## src/rtl/core/ftc_pkg.sv

```systemverilog
// Shared types, constants and arithmetic helpers of the frustum culling tester.
`timescale 1ns / 1ps
package ftc_pkg;

  // Number format and plane count.
  localparam int VW         = 32;
  localparam int FRAC       = 16;
  localparam int PLANES     = 6;
  localparam int SQ_STEPS   = VW;
  localparam int DIV_STEPS  = VW + FRAC;
  localparam int ITW        = $clog2(DIV_STEPS);

  localparam logic [VW-1:0] VMAX = {1'b0, {(VW-1){1'b1}}};
  localparam logic [VW-1:0] VMIN = {1'b1, {(VW-1){1'b0}}};

  // Request kinds.
  localparam logic [2:0] KIND_LOAD   = 3'd0;
  localparam logic [2:0] KIND_BUILD  = 3'd1;
  localparam logic [2:0] KIND_POINT  = 3'd2;
  localparam logic [2:0] KIND_SPHERE = 3'd3;
  localparam logic [2:0] KIND_BOX    = 3'd4;

  typedef struct packed {
    logic [2:0]        kind;
    logic [3:0]        index;
    logic signed [31:0] value;
    logic signed [31:0] pos_x;
    logic signed [31:0] pos_y;
    logic signed [31:0] pos_z;
    logic [30:0]       radius;
    logic [30:0]       half_x;
    logic [30:0]       half_y;
    logic [30:0]       half_z;
  } ftc_req_t;

  typedef struct packed {
    logic inside_res;
  } ftc_rsp_t;

  typedef enum logic [1:0] {
    SH_POINT,
    SH_SPHERE,
    SH_BOX
  } ftc_shape_e;

  typedef enum logic [4:0] {
    DP_NOP,
    DP_LOAD,
    DP_START,
    DP_DMUL,
    DP_DACC,
    DP_BMUL,
    DP_BACC,
    DP_DADD,
    DP_CMP,
    DP_EMIT,
    DP_BRD,
    DP_BADD,
    DP_SQ,
    DP_SACC,
    DP_SQINIT,
    DP_SQSTEP,
    DP_DVINIT,
    DP_DVSTEP,
    DP_DWR,
    DP_PWR
  } ftc_op_e;

  typedef struct packed {
    ftc_op_e    op;
    logic [2:0] plane;
    logic [1:0] comp;
    ftc_shape_e shape;
  } ftc_cmd_t;

  typedef struct packed {
    logic root_zero;
  } ftc_sts_t;

  // Matrix row that plane p combines with row 3.
  function automatic logic [1:0] plane_row(input logic [2:0] p);
    logic [1:0] r;
    case (p)
      3'd0, 3'd1: r = 2'd2;
      3'd2, 3'd3: r = 2'd0;
      default:    r = 2'd1;
    endcase
    return r;
  endfunction

  // True when plane p adds the row, false when it subtracts it.
  function automatic logic plane_plus(input logic [2:0] p);
    logic s;
    case (p)
      3'd0, 3'd2, 3'd5: s = 1'b1;
      default:          s = 1'b0;
    endcase
    return s;
  endfunction

  // Saturating signed add.
  function automatic logic [VW-1:0] sadd(input logic [VW-1:0] a, input logic [VW-1:0] b);
    logic [VW:0] s;
    s = {a[VW-1], a} + {b[VW-1], b};
    if (s[VW] != s[VW-1]) begin
      return s[VW] ? VMIN : VMAX;
    end
    return s[VW-1:0];
  endfunction

  // Saturating signed subtract, exact before the final clamp.
  function automatic logic [VW-1:0] ssub(input logic [VW-1:0] a, input logic [VW-1:0] b);
    logic [VW:0] s;
    s = {a[VW-1], a} - {b[VW-1], b};
    if (s[VW] != s[VW-1]) begin
      return s[VW] ? VMIN : VMAX;
    end
    return s[VW-1:0];
  endfunction

  // Magnitude of a signed value as unsigned.
  function automatic logic [VW-1:0] mag(input logic [VW-1:0] a);
    return a[VW-1] ? (~a + 1'b1) : a;
  endfunction

  // Signed value from sign and wide magnitude, saturated.
  function automatic logic [VW-1:0] fmag(input logic neg, input logic [2*VW-1:0] m);
    logic [2*VW-1:0] lim;
    logic [VW-1:0]   v;
    lim = {{VW{1'b0}}, VMAX} + {{(2*VW-1){1'b0}}, neg};
    v   = (m > lim) ? lim[VW-1:0] : m[VW-1:0];
    return neg ? (~v + 1'b1) : v;
  endfunction

endpackage

```

## src/rtl/core/ftc_ctrl.sv

```systemverilog
// Controller: sequences matrix loads, plane builds and shape tests.
`timescale 1ns / 1ps
module ftc_ctrl (
  input  logic              clk_i,
  input  logic              rst_ni,
  input  logic              req_valid_i,
  input  logic [2:0]        req_kind_i,
  output logic              req_ready_o,
  output logic              rsp_valid_o,
  input  logic              rsp_ready_i,
  output ftc_pkg::ftc_cmd_t cmd_o,
  input  ftc_pkg::ftc_sts_t sts_i
);
  import ftc_pkg::*;

  typedef enum logic [4:0] {
    S_IDLE, S_TMUL, S_TACC, S_BMUL, S_BACC, S_TD, S_TCMP, S_TDONE,
    S_BRD, S_BADD, S_SQ, S_SACC, S_SQI, S_SQS, S_CHK, S_DVI, S_DVS, S_DWR, S_PWR
  } state_e;

  localparam logic [2:0] LAST_PLANE = 3'(PLANES - 1);

  state_e           state_q;
  logic [2:0]       p_q;
  logic [1:0]       c_q;
  logic [ITW-1:0]   iter_q;
  ftc_shape_e       shape_q;
  logic             rsp_valid_q;
  logic             emit;

  assign req_ready_o = (state_q == S_IDLE);
  assign rsp_valid_o = rsp_valid_q;
  assign emit = (state_q == S_TDONE) && (!rsp_valid_q || rsp_ready_i);

  // Datapath command decoded from the state.
  always_comb begin
    cmd_o.plane = p_q;
    cmd_o.comp  = c_q;
    cmd_o.shape = shape_q;
    cmd_o.op    = DP_NOP;
    case (state_q)
      S_IDLE: begin
        if (req_valid_i) begin
          if (req_kind_i == KIND_LOAD) cmd_o.op = DP_LOAD;
          else if (req_kind_i inside {KIND_POINT, KIND_SPHERE, KIND_BOX}) cmd_o.op = DP_START;
        end
      end
      S_TMUL:  cmd_o.op = DP_DMUL;
      S_TACC:  cmd_o.op = DP_DACC;
      S_BMUL:  cmd_o.op = DP_BMUL;
      S_BACC:  cmd_o.op = DP_BACC;
      S_TD: begin
        cmd_o.op   = DP_DADD;
        cmd_o.comp = 2'd3;
      end
      S_TCMP:  cmd_o.op = DP_CMP;
      S_TDONE: cmd_o.op = emit ? DP_EMIT : DP_NOP;
      S_BRD:   cmd_o.op = DP_BRD;
      S_BADD:  cmd_o.op = DP_BADD;
      S_SQ:    cmd_o.op = DP_SQ;
      S_SACC:  cmd_o.op = DP_SACC;
      S_SQI:   cmd_o.op = DP_SQINIT;
      S_SQS:   cmd_o.op = DP_SQSTEP;
      S_DVI:   cmd_o.op = DP_DVINIT;
      S_DVS:   cmd_o.op = DP_DVSTEP;
      S_DWR:   cmd_o.op = DP_DWR;
      S_PWR:   cmd_o.op = DP_PWR;
      default: cmd_o.op = DP_NOP;
    endcase
  end

  // State, counters and the response valid flag.
  always_ff @(posedge clk_i or negedge rst_ni) begin
    if (!rst_ni) begin
      state_q     <= S_IDLE;
      p_q         <= '0;
      c_q         <= '0;
      iter_q      <= '0;
      shape_q     <= SH_POINT;
      rsp_valid_q <= 1'b0;
    end else begin
      if (emit) rsp_valid_q <= 1'b1;
      else if (rsp_ready_i) rsp_valid_q <= 1'b0;
      case (state_q)
        S_IDLE: begin
          p_q <= '0;
          c_q <= '0;
          if (req_valid_i) begin
            case (req_kind_i)
              KIND_BUILD:  state_q <= S_BRD;
              KIND_POINT: begin
                shape_q <= SH_POINT;
                state_q <= S_TMUL;
              end
              KIND_SPHERE: begin
                shape_q <= SH_SPHERE;
                state_q <= S_TMUL;
              end
              KIND_BOX: begin
                shape_q <= SH_BOX;
                state_q <= S_TMUL;
              end
              default: state_q <= S_IDLE;
            endcase
          end
        end
        S_TMUL: state_q <= S_TACC;
        S_TACC, S_BACC: begin
          if (state_q == S_TACC && shape_q == SH_BOX) begin
            state_q <= S_BMUL;
          end else if (c_q == 2'd2) begin
            state_q <= S_TD;
          end else begin
            c_q <= c_q + 2'd1;
            state_q <= S_TMUL;
          end
        end
        S_BMUL: state_q <= S_BACC;
        S_TD:   state_q <= S_TCMP;
        S_TCMP: begin
          c_q <= '0;
          if (p_q == LAST_PLANE) begin
            state_q <= S_TDONE;
          end else begin
            p_q <= p_q + 3'd1;
            state_q <= S_TMUL;
          end
        end
        S_TDONE: if (emit) state_q <= S_IDLE;
        S_BRD:  state_q <= S_BADD;
        S_BADD: begin
          if (c_q == 2'd3) begin
            c_q <= '0;
            state_q <= S_SQ;
          end else begin
            c_q <= c_q + 2'd1;
            state_q <= S_BRD;
          end
        end
        S_SQ: state_q <= S_SACC;
        S_SACC: begin
          if (c_q == 2'd2) begin
            state_q <= S_SQI;
          end else begin
            c_q <= c_q + 2'd1;
            state_q <= S_SQ;
          end
        end
        S_SQI: begin
          iter_q  <= ITW'(SQ_STEPS - 1);
          state_q <= S_SQS;
        end
        S_SQS: begin
          if (iter_q == '0) state_q <= S_CHK;
          else iter_q <= iter_q - 1'b1;
        end
        S_CHK: begin
          c_q <= '0;
          state_q <= sts_i.root_zero ? S_PWR : S_DVI;
        end
        S_DVI: begin
          iter_q  <= ITW'(DIV_STEPS - 1);
          state_q <= S_DVS;
        end
        S_DVS: begin
          if (iter_q == '0) state_q <= S_DWR;
          else iter_q <= iter_q - 1'b1;
        end
        S_DWR: begin
          if (c_q == 2'd3) begin
            c_q <= '0;
            state_q <= S_PWR;
          end else begin
            c_q <= c_q + 2'd1;
            state_q <= S_DVI;
          end
        end
        S_PWR: begin
          if (c_q == 2'd3) begin
            c_q <= '0;
            if (p_q == LAST_PLANE) begin
              state_q <= S_IDLE;
            end else begin
              p_q <= p_q + 3'd1;
              state_q <= S_BRD;
            end
          end else begin
            c_q <= c_q + 2'd1;
          end
        end
        default: state_q <= S_IDLE;
      endcase
    end
  end

  // A build or a test request makes the block busy on the next cycle.
  a_busy_after_work: assert property (@(posedge clk_i) disable iff (!rst_ni)
    (req_valid_i && req_ready_o && req_kind_i >= KIND_BUILD && req_kind_i <= KIND_BOX)
    |=> !req_ready_o) else $error("block not busy after accepting work");

  // A new response only comes out of the final test state.
  a_rsp_source: assert property (@(posedge clk_i) disable iff (!rst_ni)
    $rose(rsp_valid_q) |-> $past(state_q) == S_TDONE)
    else $error("response raised outside the final test state");

  // The square root runs no more steps than the root has bits.
  a_sqrt_steps: assert property (@(posedge clk_i) disable iff (!rst_ni)
    state_q == S_SQS |-> iter_q <= ITW'(SQ_STEPS - 1))
    else $error("square root step count out of range");

  // The plane counter never passes the last plane.
  a_plane_range: assert property (@(posedge clk_i) disable iff (!rst_ni)
    p_q <= LAST_PLANE) else $error("plane counter out of range");

endmodule

```

## config.mk

```make
export PLATFORM = sky130hd
export DESIGN_NAME = ftc_ctrl
export DESIGN_NICKNAME = d
export VERILOG_FILES = /design/src/rtl/core/ftc_pkg.sv /design/src/rtl/core/ftc_ctrl.sv
export SDC_FILE = /design/constraint.sdc
export NUM_CORES = 1
export LEC_CHECK = 0
export ABC_AREA = 0
export BUFFER_PORTS_ARGS = -buffer_cell sky130_fd_sc_hd__buf_2
export CORE_ASPECT_RATIO = 1.25
export CORE_MARGIN = 3
export CORE_UTILIZATION = 60
export CTS_CLUSTER_SIZE = 20
export DETAILED_ROUTE_END_ITERATION = 12
export PLACE_DENSITY_LB_ADDON = 0.08
export SYNTH_ARGS = -nofsm -noshare
export SYNTH_HDL_FRONTEND = slang
export SYNTH_SLANG_ARGS = --single-unit
```

## constraint.sdc

```tcl
create_clock -name clk_i -period 6.27 [get_ports clk_i]
set_input_delay 0.3135 -clock clk_i [delete_from_list [all_inputs] [get_ports clk_i]]
set_output_delay 0.3135 -clock clk_i [all_outputs]
set_load 0.005 [all_outputs]
```

# After elaboration in Yosys (flattened, before gate mapping)
# Cells that the tools add are included.
# word_totals
register_bits,19
input_bits,8
output_inout_bits,14
elab_cells,97
# op_classes
add_sub_neg,3
n_eq_ne,33
n_mux,33
n_reduce_logical,22
# op_table
op,count
$pmux W5 S18,2
$eq A5 B4 Y1 const B,8
$mux W5,7
$eq A5 B3 Y1 const B,4
$mux W3,6
$pmux W6 S3,1
$mux W2,8
$eq A5 B5 Y1 const B,3
$ne A2 B2 Y1 const B,7
$eq A5 B2 Y1 const B,2
$pmux W3 S3,1
$reduce_bool A3 Y1,3
$reduce_or A3 Y1,3
$mux W4,2
$pmux W2 S4,1
$pmux W4 S2,1
$eq A2 B2 Y1 const B,3
$eq A3 B2 Y1 const B,2
$eq A3 B3 Y1 const B,2
$logic_not A6 Y1,1
$mux W6,1
$pmux W2 S3,1
$reduce_and A2 Y1,3
$sub A6 B1 Y6 const B,1
15 further kinds,18

# Longest topological paths before layout
# Gate-level depths: netlist of the first run.
# logic_depth
ltp_word,6
mapped_depth,8
ltp_nobuf,7

# Worst setup path before layout of the first run
# OpenSTA, ideal clock, no wires.
# synth_timing
path_type,flip-flop to flip-flop
start,reg iter_q[0]
end,reg state_q[3]
setup_ns,0.080
arrival_time_ns,1.966
required_ns,6.190
path_slack_ns,4.224
stages_incl_launch_ff,8
path_buffers,0
synth_period_minus_slack_ns,2.046
path_cell_list,dfrtp_1 -> inv_1 -> ha_1 -> nor3b_4 -> a221oi_2 -> or4_4 -> a211o_1 -> o22ai_2
# synth_via
elab_chain_len,3
word_cells_on_any_way,4
cone_classes,eq/ne: 2; reduce/logical: 2
# synth_rtl
element,line,rtl
from (decl),ftc_ctrl.sv:26,logic [ITW-1:0] iter_q;
from (signal assigned),ftc_ctrl.sv:150,iter_q <= ITW'(SQ_STEPS - 1);
from (signal assigned),ftc_ctrl.sv:155,else iter_q <= iter_q - 1'b1;
from (signal assigned),ftc_ctrl.sv:162,iter_q <= ITW'(DIV_STEPS - 1);
$logic_not A6 Y1 (*),"ftc_ctrl.sv:154, ftc_ctrl.sv:166",
$ne A2 B2 Y1 (no line),-,
$reduce_and A5 Y1 (no line) (*),-,
to (signal assigned),ftc_ctrl.sv:159,state_q <= sts_i.root_zero ? S_PWR : S_DVI;
to (decl),ftc_ctrl.sv:23,state_e state_q;
# Every way passes the cells marked *; elsewhere a longest branch is shown, timed or not.
# A chain may end at the register's enable or synchronous reset.

# Final worst setup path of the first run
# layout_timing
start,reg state_q[0]
end,reg state_q[3]
# layout_via
elab_chain_len,4
word_cells_on_any_way,28
cone_classes,eq/ne: 23; mux: 1; reduce/logical: 4
# layout_rtl
element,line,rtl
$eq A5 B3 Y1,"ftc_ctrl.sv:33, ftc_ctrl.sv:84",
$logic_and A1 B1 Y1,ftc_ctrl.sv:33,assign emit = (state_q == S_TDONE) && (!rsp_valid_q || rsp_ready_i);
$ne A2 B2 Y1 (no line),-,
$reduce_and A5 Y1 (no line),-,
# Several ways; a longest one is shown, not always the timed one.

==> results of run 1 <==
-- Yosys cell counts (5+ instances only) --
cell type  instances  share of area
nor2b_1            5          0.019
a31oi_1            5          0.019
nor2_1            22          0.051
nand2b_1           5          0.019
ha_1               5          0.038
o21ai_0           12          0.037
nand3_1            9          0.028
clkbuf_1           5          0.011
nor3_1             5          0.015
nand2_1           25          0.057
inv_1             11          0.025
a21oi_1           12          0.037
dfrtp_1           19           0.29
buf_1              6          0.014
-- metal layers --
layer / global-route usage / vias up
met1: 0.341 / 798
met4: 0.134 / 0
met2: 0.443 / 85
li1: - / 806
met3: 0.0326 / 18
met5: 0 / -
-- placed cells by master, fill, tap and decap left out, types with 3 or more instances in the layout --
| master | count |
|---|---|
| nand2_1 | 25 |
| nor2_1 | 22 |
| buf_2 | 21 |
| dfrtp_1 | 19 |
| a21oi_1 | 12 |
| o21ai_0 | 12 |
| inv_1 | 11 |
| nand3_1 | 9 |
| nor3_1 | 5 |
| nand2b_1 | 5 |
| nor2b_1 | 5 |
| a31oi_1 | 5 |
| ha_1 | 5 |
| or2_2 | 4 |
| o31ai_1 | 4 |
| a32oi_1 | 4 |
| nand3b_1 | 4 |
| or3_1 | 3 |
| nand4_1 | 3 |
| o21ai_1 | 3 |
| clkbuf_4 | 3 |
-- metrics by stage --
stage	worst slack [ns]	util	total power, W	instance area, µm²	hold slack (ns)
3_5_place_dp	3.81	0.687	0.000690	1720	0.286
5_1_grt	3.60	0.702	0.000834	1760	0.263
6_report	3.72	0.702	0.000766	1760	0.247
4_1_cts	3.79	0.702	0.000758	1760	0.248
2_1_floorplan	4.22	-	0.000576	1630	0.0179
3_3_place_gp	3.90	0.687	0.000671	1720	0.268
-- critical path: stages, from the launching register on --
cell and delay [ns]:
dfrtp_1 0.94, or4b_1 0.31, a221oi_2 0.10, or4_4 0.58
a211o_1 0.33, o22ai_2 0.20
-- registers in the layout (all words and copies together), names as in the netlist --
register	cells
state_q	5
shape_q	2
p_q	3
c_q	2
iter_q	6
rsp_valid_o	1
-- final cells by class --
class                           instances  area, µm²
Clock buffer                            3       22.5
Clock inverter                          1       5.00
Fill cell                             243        746
Inverter                               11       41.3
Multi-Input combinational cell        169       1060
Sequential cell                        19        475
Tap cell                               33       41.3
Timing Repair Buffer                   22        115
-- repair_timing --
action | in CTS | in global routing
endpoints found under the hold margin | 19 | 0
buffers inserted | 0 | 0
hold buffers | 1 | 0
-- kinds of logic after synthesis --
logic type,share of synthesized area
muxes,0.0138
AOI/OAI and AO/OA,0.286
adders and majority gates,0.0383
xor gates and xnor gates,0.0107
buffers and inverters,0.0628
and+or+nand+nor,0.298
DFF,0.291
-- power groups by stage --
stage	Clock (W)	Combinational, W	Sequential [W]
after global routing	0.0000738	0.000466	0.000295
after CTS	0.0000672	0.000411	0.000281
after detailed placement	0	0.000407	0.000283
after floorplan	0	0.000372	0.000203
final	0.0000672	0.000415	0.000285
after global placement	0	0.000394	0.000277
-- path summary, 6_finish.rpt --
kind / slack [ns] / to / cells past startpoint / startpoint
setup / recovery: 3.72 / state_q[3]$_DFFE_PN0P_ / 5 / state_q[0]$_DFFE_PN0P_
min in group asynchronous: 0.46 / iter_q[3]$_DFFE_PN0P_ / 2 / rst_ni
hold reg to reg: 0.54 / c_q[0]$_DFFE_PN0P_ / 1 / c_q[0]$_DFFE_PN0P_
hold / removal: 0.25 / shape_q[0]$_DFFE_PN0P_ / 3 / req_kind_i[1]
max in group asynchronous: 5.50 / state_q[0]$_DFFE_PN0P_ / 2 / rst_ni
setup reg to reg: 3.72 / state_q[3]$_DFFE_PN0P_ / 5 / state_q[0]$_DFFE_PN0P_
==> key figures, run 1 <==
Run status
  • Status: finished, final reports clean

STA
  • Endpoints failing hold: 0
  • Min Tclk post-route: ~2.5 ns
  • Fin Clk Skew: between 0.01 and 0.015 ns
  • Unrepaired setup endpoints after global routing: no
  • Worst Tran Pin Value: just under 0.9 ns
  • Slew headroom: 0.410
  • Fin crit share: 0.406
  • Final setup vio count: 0
  • Setup TNS: 0 ns
  • Max Freq: about 0.39 GHz
  • Final Max Tran Viols: 0

Final layout
  • Layout Cells excl Fill: 258
  • Diodes inserted: 0
  • Area Growth Syn to Fin: 7.50%
  • Post-layout nets: ~240
  • Ratio of cells with drive above 1 in the final layout: 0.173

Drt
  • Routed metal-1 wirelength: between 1500 and 2000 µm
  • Drc violations: 0
  • Routed WL: about 4200 µm
  • Met3 Wirelength: between 300 and 400 µm
  • Vias: about 1700
  • Routed length per instance: around 16 µm
  • Antenna-violating nets left: 0
  • Vias per cell: 6.62
  • Max layer used: met4
  • Detailed Route Iter0 Violations: roughly 130
  • Met2 WL: roughly 2100 µm
  • TritonRoute pass-1 iters: 5

Clock tree
  • Cts repair resizes: 0
  • CTS Buf Count: 3
  • H-tree depth: 1
  • CTS tree: yes
  • Reg clk slew, reported paths: approximately 0.13 ns
  • CTS max path bufs: 2
  • CTS root buffer: clkbuf_4
  • CTS sink cnt: 19
  • Worst-skew pair later-pin latency: between 0.3 and 0.4 ns

Global route
  • Total track usage: 0.270
  • First-pass GRT wire length: about 7000 µm
  • Vias in the first global route: 1585
  • Grt ovf: 0
  • Largest net degree at the start of global routing: 32
  • Antenna violations before repair: 0

Synthesis
  • Syn_nets: 227
  • Post-Syn Instances: roughly 210
  • Post-synthesis sequential area ratio: 0.291
  • Ys Warns: 0
  • Cell area after synthesis: ~1600 µm²
  • Distinct cells, synth: 54
  • Number of synthesized flops with an enable pin: 0
  • Average size of a mapped cell: 7.64 µm²
  • Main synth FF type: dfrtp_1
  • Fraction of registers with async set/reset: 1.00
  • Register bit total from synthesis: 19

Die
  • Full die area: 3390 µm²
  • Rows: 20
  • I/O pin count: 22
  • Initial Util: 0.653
  • Die Wd: ~53 µm
  • Core Area: 2500 µm²
  • Die Ht: between 60 and 70 µm

Setup path
  • Crit Path Category: flip-flop to flip-flop
  • Worst Path Max Fanout: 29
  • Startpoint types: flip-flop
  • WP data required: 6.50 ns
  • Setup crit end kind: flip-flop
  • Arr. time, crit path: roughly 2.8 ns

Power
  • Gate power share: 0.541
  • Cell-internal power: between 0.0003 and 0.0004 W
  • Cell area power density: between 400 and 500 nW/µm²
  • Clock Power Share: 0.088
  • Net Switching: 0.000387 W
  • Reg power frac: 0.371
  • Leak Pwr: 0.743 nW
  • Sw Ratio: 0.505
  • Maximum vdd drop: approximately 0.22 mV

Placed design
  • Gpl congestion: ~0.97
  • Placed Cells incl. Taps: 253
  • Hpwl dp: 3020 µm
  • Buffers on Ports: 21

Job
  • Max-Cap Viols: 0

Worst hold path
  • Min-Delay Path Class: input pin to flip-flop
Power figures use the tool's default switching activity.
==> run 2: changes to the inputs <==
--- a/config.mk
+++ b/config.mk
@@ -9,7 +9,7 @@
 export BUFFER_PORTS_ARGS = -buffer_cell sky130_fd_sc_hd__buf_2
 export CORE_ASPECT_RATIO = 1.25
 export CORE_MARGIN = 3
-export CORE_UTILIZATION = 60
+export CORE_UTILIZATION = 57
 export CTS_CLUSTER_SIZE = 20
 export DETAILED_ROUTE_END_ITERATION = 12
 export PLACE_DENSITY_LB_ADDON = 0.08
==> constraint.sdc (replaced) <==
create_clock -name clk_i -period 2.4 [get_ports clk_i]
set_input_delay 0.12 -clock clk_i [delete_from_list [all_inputs] [get_ports clk_i]]
set_output_delay 0.12 -clock clk_i [all_outputs]
set_load 0.005 [all_outputs]
==> run 2 against run 1 <==
Compared with the run above:
- sequential power rose by 120%
- clock power grew to 2.5 times the previous value
- clock skew down 0.0036 ns
- die area up 4.7%
- critical path depth grew 2
- first-iteration DRC count shrank 14%
- design area is 4.3% higher
- non-clock buffer count rose by 10
- global-route usage up 1.1 points
- sequential share of layout area fell by 1.1 points
- register-to-register slack got worse by 3.6 ns
- combinational power grew to 3.1 times the previous value
==> key figures, run 2 (synthesis gave the netlist of run 1 again) <==
Power
  • Clock Power Share: 0.082
  • Net Switching: just over 0.001 W
  • Reg power frac: 0.298
  • Leak Pwr: 0.795 nW
  • Gate power share: 0.620
  • Cell-internal power: ~0.0011 W
  • Maximum vdd drop: ~0.77 mV
  • Cell area power density: approximately 1100 nW/µm²
  • Sw Ratio: 0.491

Global route
  • Total track usage: 0.281
  • Met2 usage: 0.471
  • First-pass GRT wire length: between 7000 and 8000 µm
  • Top Usage Layer GRT: met2
  • GR Util met1: 0.328
  • Vias in the first global route: approximately 1700
  • Grt ovf: 0
  • Antenna violations before repair: 0
  • Largest net degree at the start of global routing: 20
  • GR Util met3: 0.0474

Final layout
  • Diodes inserted: 0
  • Number of flip-flops under the largest register name: 6
  • Largest registers: iter_q x6, state_q x5, p_q x3
  • Commonest non-fill, non-tap cells in the layout: nand2_1 (25), nor2_1 (22), buf_2 (21)
  • Ratio of cells with drive above 1 in the final layout: 0.209
  • Most flop-heavy register: iter_q
  • Area Growth Syn to Fin: 12.2%
  • Final design utilization: 0.677
  • Post-layout nets: roughly 250
  • Commonest non-fill, non-tap cell in the layout: nand2_1

STA
  • Slew headroom: 0.624
  • Max Freq: between 0.4 and 0.5 GHz
  • Worst Tran Pin Value: between 0.5 and 0.6 ns
  • Final setup vio count: 0
  • Unrepaired setup endpoints after global routing: no
  • Final Max Tran Viols: 0
  • Fin crit share: 0.930
  • Worst setup margin: about 0.17 ns
  • Setup TNS: 0 ns
  • Endpoints failing hold: 0
  • Fin Clk Skew: 0.00735 ns
  • Min Tclk post-route: between 2 and 2.5 ns

Drt
  • Vias: between 1500 and 2000
  • TritonRoute pass-1 iters: 4
  • Drc violations: 0
  • Routed WL: 4460 µm
  • Antenna-violating nets left: 0
  • Vias per cell: between 6 and 7
  • Routed length per instance: about 17 µm
  • Detailed Route Iter0 Violations: ~110

Clock tree
  • CTS sink cnt: 19
  • CTS Buf Count: 3
  • H-tree depth: 1
  • CTS tree: yes
  • Reg clk slew, reported paths: ~0.12 ns
  • Worst-skew pair later-pin latency: ~0.31 ns
  • CTS max path bufs: 2
  • Cts repair resizes: 0
  • CTS root buffer: clkbuf_4

Die
  • I/O pin count: 22
  • Die Ht: around 66 µm
  • Full die area: 3550 µm²
  • Die Wd: 53.9 µm
  • Core Area: 2710 µm²
  • Rows: 21
  • Initial Util: 0.604

Placed design
  • Buffers on Ports: 21
  • Hpwl dp: between 3000 and 4000 µm
  • Gpl congestion: approximately 0.9
  • Post-place setup slack: 0.185 ns

Setup path
  • Arr. time, crit path: 2.47 ns
  • Worst Path Max Fanout: 5
  • Setup crit end kind: flip-flop
  • WP data required: about 2.6 ns
  • Startpoint types: flip-flop
  • Crit Path Category: flip-flop to flip-flop

Worst hold path
  • Min-Delay Path Class: input pin to flip-flop

Run status
  • Status: finished, final reports clean

Job
  • Max-Cap Viols: 0
[run 2: cell count changes in the layout (fill, tap and decap cells not counted), sizes merged]
cell  delta
buf     +10
[run 2: worst paths after layout]
| check | start | to | slack (ns) | depth (start not counted) |
|---|---|---|---|---|
| setup / recovery | iter_q[0]$_DFFE_PN0P_ | state_q[3]$_DFFE_PN0P_ | 0.17 | 7 |
| hold / removal | req_kind_i[1] | shape_q[1]$_DFFE_PN0P_ | 0.05 | 2 |
| setup reg to reg | iter_q[0]$_DFFE_PN0P_ | state_q[3]$_DFFE_PN0P_ | 0.17 | 7 |
| hold reg to reg | c_q[0]$_DFFE_PN0P_ | c_q[0]$_DFFE_PN0P_ | 0.56 | 1 |
| max in group asynchronous | rst_ni | c_q[1]$_DFFE_PN0P_ | 1.80 | 2 |
| min in group asynchronous | rst_ni | iter_q[4]$_DFFE_PN0P_ | 0.27 | 2 |
[run 2: layer usage]
| metal | share of wire | routed length, µm |
|---|---|---|
| met5 | 0 | 0 |
| met4 | 0.036 | 162 |
| met3 | 0.061 | 272 |
| met2 | 0.50 | 2250 |
| met1 | 0.40 | 1780 |
[run 2: area by class of cell]
cell class / count / area, µm²
Sequential cell: 19 / 475
Timing Repair Buffer: 32 / 190
Inverter: 11 / 41.3
Clock inverter: 1 / 5.00
Tap cell: 34 / 42.5
Fill cell: 230 / 873
Clock buffer: 3 / 22.5
Multi-Input combinational cell: 169 / 1060
[run 2: critical path, stage by stage (launching register included)]
cell and delay (ns):
dfrtp_1 0.42, inv_1 0.07, ha_1 0.19, nor3b_4 0.27, a221oi_2 0.11, or4_4 0.58, a211o_1 0.34, o22ai_2 0.18
[run 2: power by group through the flow]
stage	logic (W)	clock network, W	registers (W)
final	0.00130	0.000171	0.000624
after floorplan	0.000973	0	0.000531
after CTS	0.00128	0.000174	0.000619
after detailed placement	0.00127	0	0.000626
after global placement	0.00124	0	0.000611
after global routing	0.00144	0.000187	0.000647
[run 2: per-stage QoR]
step / instances / hold slack [ns] / instance area, µm² / power, W
after global placement: 264 / 0.0834 / 1800 / 0.00185
after CTS: 269 / 0.0388 / 1830 / 0.00208
after detailed placement: 264 / 0.0930 / 1800 / 0.00190
after global routing: 269 / 0.0756 / 1830 / 0.00228
after floorplan: 214 / -0.176 / 1630 / 0.00150
final: 269 / 0.0496 / 1830 / 0.00209
[run 2: what timing repair did]
item,in CTS,in global routing
hold buffers,1,0
buffers inserted,0,0
endpoints found under the hold margin,19,0
==> run 3: changes to the inputs <==
--- a/config.mk
+++ b/config.mk
@@ -12,7 +12,7 @@
 export CORE_UTILIZATION = 57
 export CTS_CLUSTER_SIZE = 20
 export DETAILED_ROUTE_END_ITERATION = 12
-export PLACE_DENSITY_LB_ADDON = 0.08
+export PLACE_DENSITY = 0.79
 export SYNTH_ARGS = -nofsm -noshare
 export SYNTH_HDL_FRONTEND = slang
 export SYNTH_SLANG_ARGS = --single-unit
==> run 3 against run 2 <==
Compared with the run above:
- highest routed layer unchanged
- global-route usage fell by 0.84 points
- critical path type unchanged
- sequential share of layout area rose by 0.16 points
- flip-flop and latch count is the same
- first-iteration DRC count is 1.8% lower
- maximum frequency fell by 1.3%
- critical endpoint unchanged
- final cell count decreased by 0.74%
- combinational power hardly changed
==> key figures, run 3 (synthesis gave the netlist of run 1 again) <==
Run status
  • Status: finished, final reports clean

Die
  • Die Ht: approximately 66 µm
  • Initial Util: 0.604
  • Die Wd: ~54 µm
  • Full die area: around 3500 µm²
  • I/O pin count: 22
  • Core Area: about 2700 µm²
  • Rows: 21

Final layout
  • Number of flip-flops under the largest register name: 6
  • Commonest non-fill, non-tap cells in the layout: nand2_1 (25), nor2_1 (22), buf_2 (21)
  • Ratio of cells with drive above 1 in the final layout: 0.202
  • Diodes inserted: 0
  • Largest registers: iter_q x6, state_q x5, p_q x3
  • Commonest non-fill, non-tap cell in the layout: nand2_1
  • Design area: between 1500 and 2000 µm²
  • Post-layout nets: ~250
  • Area Growth Syn to Fin: 11.5%
  • Most flop-heavy register: iter_q

STA
  • Min Tclk post-route: approximately 2.3 ns
  • Hold slack final: between 0.04 and 0.05 ns
  • Fin Clk Skew: approximately 0.013 ns
  • Worst Tran Pin Value: around 0.55 ns
  • Slew headroom: 0.632
  • Fin crit share: 0.942
  • Max Freq: ~0.44 GHz
  • Endpoints failing hold: 0
  • Final setup vio count: 0
  • Setup TNS: 0 ns
  • Final Max Tran Viols: 0
  • Unrepaired setup endpoints after global routing: no

Setup path
  • Startpoint types: flip-flop
  • WP data required: about 2.7 ns
  • Crit Path Category: flip-flop to flip-flop
  • Worst Path Max Fanout: 5
  • Setup crit end kind: flip-flop
  • Arr. time, crit path: 2.51 ns

Drt
  • Vias: around 1800
  • Detailed Route Iter0 Violations: between 100 and 150
  • TritonRoute pass-1 iters: 4
  • Routed WL: 4330 µm
  • Drc violations: 0
  • Vias per cell: between 6 and 7
  • Antenna-violating nets left: 0
  • Routed length per instance: between 15 and 20 µm

Global route
  • Antenna violations before repair: 0
  • Total track usage: 0.273
  • First-pass GRT wire length: 7150 µm
  • Grt ovf: 0
  • Largest net degree at the start of global routing: 27
  • Vias in the first global route: between 1500 and 2000

Power
  • Maximum vdd drop: around 0.56 mV
  • Leak Pwr: 0.782 nW
  • Cell area power density: about 1100 nW/µm²

Clock tree
  • Reg clk slew, reported paths: 0.12 ns
  • CTS max path bufs: 2
  • CTS tree: yes
  • CTS sink cnt: 19
  • CTS Buf Count: 3
  • H-tree depth: 1
  • Worst-skew pair later-pin latency: around 0.33 ns
  • CTS root buffer: clkbuf_4

Placed design
  • Hpwl dp: roughly 3200 µm
  • Buffers on Ports: 21
  • Placed Area: ~1800 µm²
  • Gpl congestion: 0.917

Worst hold path
  • Min-Delay Path Class: input pin to flip-flop

Job
  • Max-Cap Viols: 0
run 3: metal layers:
metal | up-vias | track usage | wire length, µm
li1 | 826 | - | -
met1 | 839 | 0.323 | 1800
met2 | 80 | 0.435 | 2110
met3 | 20 | 0.0361 | 231
met4 | 0 | 0.198 | 193
met5 | - | 0 | 0
run 3: per-stage QoR:
step / power [W] / setup WS [ns] / util / instances
final: 0.00209 / 0.139 / 0.673 / 267
after CTS: 0.00206 / 0.143 / 0.671 / 267
after floorplan: 0.00150 / 0.354 / - / 214
after global routing: 0.00227 / 0.00294 / 0.673 / 267
after detailed placement: 0.00188 / 0.179 / 0.658 / 262
after global placement: 0.00185 / 0.275 / 0.658 / 262
run 3: area by class of cell:
cell class	count	area, µm²
inverter	11	41.3
sequential	19	475
multi-input combinational	169	1060
timing repair buffer	30	175
fill	233	885
tap	34	42.5
clock buffer	4	26.3
run 3: timing repair:
item                                    CTS  global route
hold buffers                              1             0
hold endpoints to repair                 19             0
buffers inserted                          0             0
endpoints found under the setup margin    0             1
gates resized for setup                   0             1
run 3: power by group:
group	internal [W]	switching, W	leakage (nW)
Clock	0.0000653	0.000115	0.0150
Combinational	0.000563	0.000742	0.532
Sequential	0.000433	0.000171	0.235
Total	0.00106	0.00103	0.782
run 3: final timing paths:
| path | endpoint | cells past startpoint | slack (ns) | start |
|---|---|---|---|---|
| worst min register to register | c_q[0]$_DFFE_PN0P_ | 1 | 0.54 | c_q[0]$_DFFE_PN0P_ |
| min in group asynchronous | state_q[2]$_DFFE_PN0P_ | 2 | 0.26 | rst_ni |
| worst min-delay path | shape_q[0]$_DFFE_PN0P_ | 3 | 0.05 | req_kind_i[1] |
| max in group asynchronous | p_q[1]$_DFFE_PN0P_ | 2 | 1.81 | rst_ni |
| worst max-delay path | state_q[3]$_DFFE_PN0P_ | 7 | 0.14 | iter_q[0]$_DFFE_PN0P_ |
| worst max register to register | state_q[3]$_DFFE_PN0P_ | 7 | 0.14 | iter_q[0]$_DFFE_PN0P_ |
run 3: critical path, cell delays in order (launching register included):
cell	delay, ns
dfrtp_1	0.43
inv_1	0.07
ha_1	0.19
nor3b_4	0.28
a221oi_2	0.12
or4_4	0.58
a211o_1	0.35
o22ai_2	0.17
